$ cat config.mk
export PLATFORM = sky130hd
export DESIGN_NAME = stable_priority_packet_queue_unit_flat
export DESIGN_NICKNAME = d
export VERILOG_FILES = /design/src/sv/spq_pkg.sv /design/src/sv/spq_if.sv /design/src/sv/spq_cell.sv /design/src/sv/stable_priority_packet_queue_unit.sv /design/src/flat_wrapper.sv
export SDC_FILE = /design/constraint.sdc
export NUM_CORES = 1
export LEC_CHECK = 0
export BUFFER_PORTS_ARGS = -buffer_cell sky130_fd_sc_hd__buf_2
export CORE_AREA = 5 5 199 201
export DETAILED_ROUTE_END_ITERATION = 8
export DIE_AREA = 0 0 204 206
export PLACE_DENSITY = 0.8
export SLEW_MARGIN = 20
export SYNTH_ARGS = -nofsm -noshare
export SYNTH_HDL_FRONTEND = slang
export SYNTH_SLANG_ARGS = --single-unit
$ cat constraint.sdc
create_clock -name i_clk -period 5.5 [get_ports i_clk]
set_clock_uncertainty 0.05 [all_clocks]
set_input_delay 0.55 -clock i_clk [delete_from_list [all_inputs] [get_ports i_clk]]
set_output_delay 0.55 -clock i_clk [all_outputs]
set_load 0.01 [all_outputs]
$ cat src/sv/spq_pkg.sv
`timescale 1ns / 1ps
// ----------------------------------------------------------------------------
// spq_pkg
// Shared types and constants of the stable priority packet queue.
// ----------------------------------------------------------------------------
package spq_pkg;

    localparam int CAPACITY = 16;
    localparam int ID_W     = 16;
    localparam int LEVEL_W  = 8;
    localparam int STATUS_W = 2;

    typedef enum logic {
        ACT_PUT = 1'b0,
        ACT_GET = 1'b1
    } t_action;

    typedef enum logic [STATUS_W-1:0] {
        ST_OK    = 2'd0,
        ST_EMPTY = 2'd1,
        ST_FULL  = 2'd2
    } t_status;

    typedef struct packed {
        logic [ID_W-1:0]    id;
        logic [LEVEL_W-1:0] level;
    } t_entry;

    // broadcast to every cell at once
    typedef struct packed {
        logic               put;
        logic               get;
        logic [ID_W-1:0]    id;
        logic [LEVEL_W-1:0] level;
    } t_cell_ctl;

endpackage

$ cat src/sv/spq_if.sv
`timescale 1ns / 1ps
// ----------------------------------------------------------------------------
// spq_req_if / spq_rsp_if
// Valid/ready channels for queue requests and their results.
// ----------------------------------------------------------------------------
interface spq_req_if;
    logic                         valid;
    logic                         ready;
    logic                         action;
    logic [spq_pkg::ID_W-1:0]     packet_id;
    logic [spq_pkg::LEVEL_W-1:0]  priority_req;

    modport source (output valid, action, packet_id, priority_req, input ready);
    modport sink   (input valid, action, packet_id, priority_req, output ready);
endinterface

interface spq_rsp_if;
    logic                         valid;
    logic                         ready;
    logic [spq_pkg::STATUS_W-1:0] status;
    logic [spq_pkg::ID_W-1:0]     out_packet_id;
    logic [spq_pkg::LEVEL_W-1:0]  out_priority;

    modport source (output valid, status, out_packet_id, out_priority, input ready);
    modport sink   (input valid, status, out_packet_id, out_priority, output ready);
endinterface

$ cat src/sv/spq_cell.sv
`timescale 1ns / 1ps
// ----------------------------------------------------------------------------
// spq_cell
// One slot of the sorted queue: compares its level with a new item and
// holds, loads the new item, or takes a neighbor's entry.
// ----------------------------------------------------------------------------
module spq_cell (
    input  logic               i_clk,
    input  spq_pkg::t_cell_ctl i_ctl,
    input  logic               i_occupied,
    input  spq_pkg::t_entry    i_left,
    input  logic               i_left_keep,
    input  spq_pkg::t_entry    i_right,
    output spq_pkg::t_entry    o_entry,
    output logic               o_keep
);

    spq_pkg::t_entry r_entry;
    spq_pkg::t_entry n_entry;

    // entry stays ahead of the new item: equal levels keep arrival order
    assign o_keep  = i_occupied && (r_entry.level <= i_ctl.level);
    assign o_entry = r_entry;

    always_comb begin
        n_entry = r_entry;
        if (i_ctl.put) begin
            if (o_keep) begin
                n_entry = r_entry;
            end else if (i_left_keep) begin
                n_entry.id    = i_ctl.id;
                n_entry.level = i_ctl.level;
            end else begin
                n_entry = i_left;
            end
        end else if (i_ctl.get) begin
            n_entry = i_right;
        end
    end

    always_ff @(posedge i_clk) begin
        r_entry <= n_entry;
    end

endmodule

$ cat src/sv/stable_priority_packet_queue_unit.sv
`timescale 1ns / 1ps
// ----------------------------------------------------------------------------
// stable_priority_packet_queue_unit
// Fixed-capacity packet queue sorted by ascending priority level.
// ----------------------------------------------------------------------------
// The queue takes one item per clock cycle while i_req.ready is high, returns
// its result in the cycle after acceptance, and completes each put or get in
// its accepting cycle because a row of CAPACITY cells compares the new level
// in every slot at once and each cell shifts from its neighbor in the same
// edge. The result register holds a result until it is taken, and a new item
// is accepted in the same cycle as the waiting result leaves. A put lands
// after all entries of lower or equal level; a put to a full queue returns
// status full, a get from an empty queue returns status empty, and neither
// changes the contents; slots need no reset, only occupancy and valid do.
// ----------------------------------------------------------------------------
module stable_priority_packet_queue_unit #(
    parameter int CAPACITY = spq_pkg::CAPACITY
) (
    input  logic          i_clk,
    input  logic          i_rst_n,
    spq_req_if.sink       i_req,
    spq_rsp_if.source     o_rsp
);

    localparam int OCC_W = $clog2(CAPACITY + 1);

    logic [OCC_W-1:0]   r_occupancy;
    logic [OCC_W-1:0]   n_occupancy;
    logic               r_rsp_valid;
    logic [spq_pkg::STATUS_W-1:0] r_status;
    logic [spq_pkg::ID_W-1:0]     r_id;
    logic [spq_pkg::LEVEL_W-1:0]  r_level;

    logic               w_accept;
    logic               w_full;
    logic               w_empty;
    spq_pkg::t_cell_ctl w_ctl;

    spq_pkg::t_entry    w_entry     [CAPACITY];
    spq_pkg::t_entry    w_left      [CAPACITY];
    spq_pkg::t_entry    w_right     [CAPACITY];
    logic               w_keep      [CAPACITY];
    logic               w_left_keep [CAPACITY];
    logic               w_occupied  [CAPACITY];

    assign i_req.ready = !r_rsp_valid || o_rsp.ready;
    assign w_accept    = i_req.valid && i_req.ready;
    assign w_full      = (r_occupancy == OCC_W'(CAPACITY));
    assign w_empty     = (r_occupancy == '0);

    always_comb begin
        w_ctl.put   = w_accept && (i_req.action == spq_pkg::ACT_PUT) && !w_full;
        w_ctl.get   = w_accept && (i_req.action == spq_pkg::ACT_GET) && !w_empty;
        w_ctl.id    = i_req.packet_id;
        w_ctl.level = i_req.priority_req;
    end

    genvar gi;
    generate
        for (gi = 0; gi < CAPACITY; gi++) begin : g_cell
            assign w_occupied[gi] = (r_occupancy > OCC_W'(gi));

            if (gi == 0) begin : g_head
                // head cell: the new item goes here unless this entry stays
                assign w_left[gi].id    = w_ctl.id;
                assign w_left[gi].level = w_ctl.level;
                assign w_left_keep[gi]  = 1'b1;
            end else begin : g_body
                assign w_left[gi]      = w_entry[gi-1];
                assign w_left_keep[gi] = w_keep[gi-1];
            end

            if (gi == CAPACITY - 1) begin : g_tail
                assign w_right[gi] = w_entry[gi];
            end else begin : g_inner
                assign w_right[gi] = w_entry[gi+1];
            end

            spq_cell u_cell (
                .i_clk       (i_clk),
                .i_ctl       (w_ctl),
                .i_occupied  (w_occupied[gi]),
                .i_left      (w_left[gi]),
                .i_left_keep (w_left_keep[gi]),
                .i_right     (w_right[gi]),
                .o_entry     (w_entry[gi]),
                .o_keep      (w_keep[gi])
            );
        end
    endgenerate

    always_comb begin
        n_occupancy = r_occupancy;
        if (w_ctl.put) begin
            n_occupancy = r_occupancy + OCC_W'(1);
        end else if (w_ctl.get) begin
            n_occupancy = r_occupancy - OCC_W'(1);
        end
    end

    always_ff @(posedge i_clk) begin
        if (!i_rst_n) begin
            r_occupancy <= '0;
            r_rsp_valid <= 1'b0;
        end else begin
            r_occupancy <= n_occupancy;
            if (w_accept) begin
                r_rsp_valid <= 1'b1;
            end else if (o_rsp.ready) begin
                r_rsp_valid <= 1'b0;
            end
        end
    end

    // result payload: head entry on a successful get, zeros otherwise
    always_ff @(posedge i_clk) begin
        if (w_accept) begin
            r_id    <= '0;
            r_level <= '0;
            if (i_req.action == spq_pkg::ACT_PUT) begin
                r_status <= w_full ? spq_pkg::ST_FULL : spq_pkg::ST_OK;
            end else if (w_empty) begin
                r_status <= spq_pkg::ST_EMPTY;
            end else begin
                r_status <= spq_pkg::ST_OK;
                r_id     <= w_entry[0].id;
                r_level  <= w_entry[0].level;
            end
        end
    end

    assign o_rsp.valid         = r_rsp_valid;
    assign o_rsp.status        = r_status;
    assign o_rsp.out_packet_id = r_id;
    assign o_rsp.out_priority  = r_level;

endmodule
$ cat src/flat_wrapper.sv
// flat-port wrapper written by rule: the top's interface ports become plain ports
module stable_priority_packet_queue_unit_flat 
#(
    parameter int CAPACITY = spq_pkg::CAPACITY
)
  (i_clk, i_rst_n, i_req_valid, i_req_action, i_req_packet_id, i_req_priority_req, i_req_ready, o_rsp_valid, o_rsp_status, o_rsp_out_packet_id, o_rsp_out_priority, o_rsp_ready);
  spq_req_if i_req_i ();
  spq_rsp_if o_rsp_i ();
  input  logic i_clk;
  input  logic i_rst_n;
  input wire logic [$bits(i_req_i.valid)-1:0] i_req_valid;
  input wire logic [$bits(i_req_i.action)-1:0] i_req_action;
  input wire logic [$bits(i_req_i.packet_id)-1:0] i_req_packet_id;
  input wire logic [$bits(i_req_i.priority_req)-1:0] i_req_priority_req;
  output wire logic [$bits(i_req_i.ready)-1:0] i_req_ready;
  output wire logic [$bits(o_rsp_i.valid)-1:0] o_rsp_valid;
  output wire logic [$bits(o_rsp_i.status)-1:0] o_rsp_status;
  output wire logic [$bits(o_rsp_i.out_packet_id)-1:0] o_rsp_out_packet_id;
  output wire logic [$bits(o_rsp_i.out_priority)-1:0] o_rsp_out_priority;
  input wire logic [$bits(o_rsp_i.ready)-1:0] o_rsp_ready;
  assign i_req_i.valid = i_req_valid;
  assign i_req_i.action = i_req_action;
  assign i_req_i.packet_id = i_req_packet_id;
  assign i_req_i.priority_req = i_req_priority_req;
  assign i_req_ready = i_req_i.ready;
  assign o_rsp_valid = o_rsp_i.valid;
  assign o_rsp_status = o_rsp_i.status;
  assign o_rsp_out_packet_id = o_rsp_i.out_packet_id;
  assign o_rsp_out_priority = o_rsp_i.out_priority;
  assign o_rsp_i.ready = o_rsp_ready;
  stable_priority_packet_queue_unit #(.CAPACITY(CAPACITY)) u_core (.i_clk(i_clk), .i_rst_n(i_rst_n), .i_req(i_req_i), .o_rsp(o_rsp_i));
endmodule
# == Word level (Yosys, flattened, before mapping) ==
# Index checks and enable logic that the tools add are counted.
# W data, S select, Z words.
# op_classes
magnitude_cmp,32
addsub,2
n_eq_ne,16
bitwise_logic,2
n_mux,67
n_reduce_logical,45
# ops
op,count
$mux W24,60
$le A8 B8 Y1,16
$gt A5 B4 Y1 const B,8
$reduce_and A2 Y1,16
$ne A2 B2 Y1 const B,15
$logic_and A1 B1 Y1,21
$gt A5 B3 Y1 const B,4
$gt A5 B1 Y1 const B,2
$gt A5 B2 Y1 const B,2
$mux W5,2
$add A5 B1 Y5 const B,1
$eq A5 B5 Y1 const B,1
$logic_not A5 Y1,1
$sub A5 B1 Y5 const B,1
$mux W2,2
$reduce_bool A2 Y1,2
$logic_not A1 Y1,3
$mux W1,3
$not A1 Y1,2
$reduce_or A2 Y1,1
$logic_or A1 B1 Y1,1
# totals
in_bits,29
regBits,416
elab_cells,201
output_inout_bits,28

# == Depth between registers and ports, before layout ==
# depth
word_depth,7
depth_mapped,10

# == Hierarchy ==
# Synthesis repeated with hierarchy kept, for this count alone.
# unflattened
hier_cells,2361
hier_area_um2,25361.8
# by_module_without_submodules
module,area_each_um2,instances,cells_per_inst
spq_cell,1478.9,16,138
stable_priority_packet_queue_unit,1699.1,1,153

# == Least setup slack after synthesis ==
# No wires, ideal clock.
# synth_timing
path_type,input to register
from,input port i_req_priority_req[1]
to,"register u_core.g_cell[12].u_cell.r_entry (netlist bit u_core.g_cell[12].u_cell.o_entry[0]), enable pin"
n_path_buf,2
arrival_time_ns,4.084
path_slack_ns,0.927
cell_stages,9
setup_ns,0.438
cell_sequence,clkbuf_1 -> inv_1 -> ha_1 -> nor2b_1 -> o211ai_1 -> a211oi_1 -> nor3_4 -> buf_2 -> o21ai_0
# synth_between
elab_chain_len,4
# synth_rtl
item,line_no,text
start: declaration,flat_wrapper.sv:14,input wire logic [$bits(i_req_i.priority_req)-1:0] i_req_priority_req;
$le A8 B8 Y1,spq_cell.sv:22,assign o_keep = i_occupied && (r_entry.level <= i_ctl.level);
$logic_and A1 B1 Y1,spq_cell.sv:22,
$ne A2 B2 Y1 (no line),--,
$reduce_and A2 Y1 (no line),--,
end signal: assignment,spq_cell.sv:42,r_entry <= n_entry;
end: declaration,spq_cell.sv:18,spq_pkg::t_entry r_entry;
# Every way passes these cells.
# A chain may end at the register's enable or synchronous reset.

==> flow_metrics.env <==
export IMPL_avgSynthCellArea_sq_um=11.2
export IMPL_syn2layout_area_growth_pct=8.72
export IMPL_ys_warn_count=0
export IMPL_hold_path_class="primary input to flop"
export IMPL_p_total_mw=10.0
export IMPL_grt_max_degree=165
export IMPL_timing_rr_start="u_core.r_occupancy[1]"
export IMPL_powerDensity_mw_per_mm2=391
export IMPL_holdPathEnd="u_core.o_rsp.valid"
export IMPL_vias=16637
export IMPL_p_int_mw=6.89
export IMPL_grt_pass1_wl_microns=89500
export IMPL_final_util=0.686
export IMPL_clkTransAtPathRegs_ns=0.05
export IMPL_seq_area_frac_synth=0.527
export IMPL_synth_nets=2276
export IMPL_r2r_end="u_core.g_cell[10].u_cell.o_entry[15]"
export IMPL_startpoint="i_req_priority_req[1]"
export IMPL_required_ns=5.74
export IMPL_cts_setup_buffers=0
export IMPL_p_comb_frac=0.250
export IMPL_cts_tree="done"
export IMPL_portBuffers=56
export IMPL_drt_first_pass_iters=7
export IMPL_p_sw_frac=0.314
export IMPL_ir_worst_vdd_v=0.000271
export IMPL_synth_area_sq_mm=0.0236
export IMPL_drt_wl_total_microns=55900
export IMPL_status="complete, no violations"
export IMPL_final_hold_viol_count=0
export IMPL_cts_resized=0
export IMPL_clock_latency_ns=0.57
export IMPL_fin_crit_sh=0.656
export IMPL_cts_max_path_buffers=3
export IMPL_cts_made_buffers=46
export IMPL_crit_fanout=17
export IMPL_ys_types=44
export IMPL_crit_type="primary input to flop"
export IMPL_clock_sink_count=416
export IMPL_gp_congestion=0.891
export IMPL_finalMaxSlewViolations=0
export IMPL_p_switching_mw=3.14
export IMPL_fin_crit_ns=3.61
export IMPL_whs_path_depth=3
export IMPL_routedWlPerCell_microns=21.0
export IMPL_seqPwrFrac=0.460
export IMPL_tightest_slew_ns=1.02
export IMPL_final_layout_size_suffix_gt1_frac=0.103
export IMPL_hp_start="i_req_valid"
export IMPL_start_util=0.631
export IMPL_core_sq_mm=0.0374
export IMPL_p_leak_nw=9.87
export IMPL_h_tree_depth=2
export IMPL_io_pins=57
export IMPL_die_w_microns=204
export IMPL_drc_errors=0
export IMPL_ys_flop_type="edfxtp_1"
export IMPL_ff2ff_path_depth=8
export IMPL_r2r_slack_ns=2.16
export IMPL_globalRouteOverflowTotal=0
export IMPL_async_flop_share=0
export IMPL_fin_tns_setup_ns=0
export IMPL_cts_root_buf="clkbuf_16"
export IMPL_final_common_cell="edfxtp_1"
export IMPL_maxSlewHeadroom=0.317
export IMPL_start_kind="primary input"
export IMPL_p_clk_frac=0.290
export IMPL_drt_initial_drc_count=1376
export IMPL_max_cap_viol_count=0
export IMPL_grt_pass1_vias=17328
export IMPL_die_area_sq_mm=0.0420
export IMPL_cts_hold_buffers=0
export IMPL_nets=2281
export IMPL_worstSetupEndpointType="flop"
export IMPL_max_freq_mhz=277
export IMPL_hpwl_microns=38200
export IMPL_rsz0062_at_grt="no"
export IMPL_grtUsageTotal=0.262
export IMPL_dieHeight_microns=206
export IMPL_syn_inst=2113
export IMPL_antenna_found_initial=0
export IMPL_avgViaCountPerCell=6.25
export IMPL_rows=71
export IMPL_final_cell_mix="410 x edfxtp_1, 355 x nand2_1, 336 x mux2i_1"
export IMPL_setup_viol=0
export IMPL_worstPathArrival_ns=3.85
export IMPL_diodes=0
export IMPL_synth_edff_count=410
export IMPL_ys_seq_elements=416
export IMPL_antenna_left=0
==> worst max-delay path: stages <==
cell,delay (ns)
buf_2,0.32
inv_1,0.48
ha_1,0.46
nor2b_1,0.15
o211ai_1,0.18
a211oi_1,0.14
a211oi_4,0.86
buf_4,0.36
mux2i_1,0.24
o21ai_1,0.07
==> synthesized netlist by cell type, types with 2 or more instances <==
cell / instances / area (sq um)
and4_1: 2 / 17.5
or3_1: 2 / 12.5
nand4_1: 32 / 200
nand2_1: 357 / 1340
and3_1: 25 / 156
nor3_4: 7 / 114
o22ai_1: 3 / 18.8
a21boi_0: 2 / 15.0
buf_2: 42 / 210
nand2b_1: 3 / 18.8
a211oi_1: 14 / 105
nor2_1: 72 / 270
o211ai_1: 13 / 97.6
a21o_1: 13 / 97.6
o21ai_2: 2 / 17.5
nor4bb_1: 2 / 20.0
inv_1: 28 / 105
dfxtp_1: 6 / 120
ha_1: 134 / 1680
edfxtp_1: 410 / 12300
mux2_2: 24 / 270
o21ai_0: 241 / 1210
o31ai_1: 2 / 15.0
mux2i_1: 336 / 3360
nor2b_1: 17 / 106
a21oi_1: 98 / 490
nor3_1: 4 / 20.0
xnor2_1: 2 / 17.5
nand3_1: 15 / 75.1
buf_4: 12 / 90.1
a211oi_4: 4 / 80.1
clkbuf_1: 84 / 315
o21a_1: 3 / 22.5
o21ai_1: 79 / 395
and2_1: 5 / 31.3
buf_6: 8 / 90.1
nor2_2: 3 / 18.8
==> area by class of cell <==
| type | instances | area (sq um) |
|---|---|---|
| inverter | 29 | 109 |
| fill | 2751 | 11700 |
| clock inverter | 26 | 184 |
| multi-input combinational | 1522 | 10400 |
| clock buffer | 57 | 1210 |
| sequential | 416 | 12400 |
| tap | 511 | 639 |
| timing repair buffer | 103 | 658 |
==> layer usage <==
layer / share of wire / global-route usage
met3: 0.053 / 0.0348
met2: 0.49 / 0.451
met1: 0.42 / 0.345
met4: 0.031 / 0.0924
met5: 0 / 0
==> sequential cells by signal, summed over array words and instances, names as in the netlist <==
| name | flops |
|---|---|
| u_core.o_rsp.out_packet_id | 16 |
| u_core.g_cell.u_cell.o_entry | 384 |
| u_core.o_rsp.status | 2 |
| u_core.o_rsp.valid | 1 |
| u_core.r_occupancy | 5 |
| u_core.o_rsp.out_priority | 8 |
==> per-stage QoR <==
stage	hold WS (ns)	area, sq um	worst slack (ns)	std cells
3_3_place_gp	0.456	24300	1.36	2581
5_1_grt	0.210	25700	1.76	2664
4_1_cts	0.193	25700	1.81	2664
6_report	0.212	25700	1.89	2664
3_5_place_dp	0.471	24300	1.30	2581
2_1_floorplan	0.446	23600	0.927	2113
==> how the worst max path moves through the flow <==
stage	to	slack (ns)
finish	u_core.g_cell[10].u_cell.o_entry[15]	1.89
global route	u_core.g_cell[10].u_cell.o_entry[15]	1.76
CTS	u_core.g_cell[2].u_cell.o_entry[0]	1.81
detailed placement	u_core.g_cell[14].u_cell.o_entry[19]	1.30
global placement	u_core.g_cell[14].u_cell.o_entry[19]	1.36
floorplan	u_core.g_cell[12].u_cell.o_entry[0]	0.93
==> kinds of logic after synthesis <==
kind of cell | Yosys count | synth area share
XOR/XNOR | 3 | 0.00111
AND/OR/NAND/NOR | 548 | 0.102
AO/OA/AOI/OAI | 477 | 0.110
multiplexers | 360 | 0.154
adder cells (fa/ha/maj) | 134 | 0.0710
buffers and inverters | 175 | 0.0345
flip-flops | 416 | 0.527
==> power by group through the flow <==
stage	clock, mW	combinational, mW	sequential (mW)
floorplan	0	1.89	4.54
global placement	0	2.36	4.65
detailed placement	0	2.47	4.66
CTS	2.94	2.50	4.60
global route	3.08	2.78	4.65
finish	2.91	2.51	4.61
No activity file was read; power rests on OpenSTA's default activity.
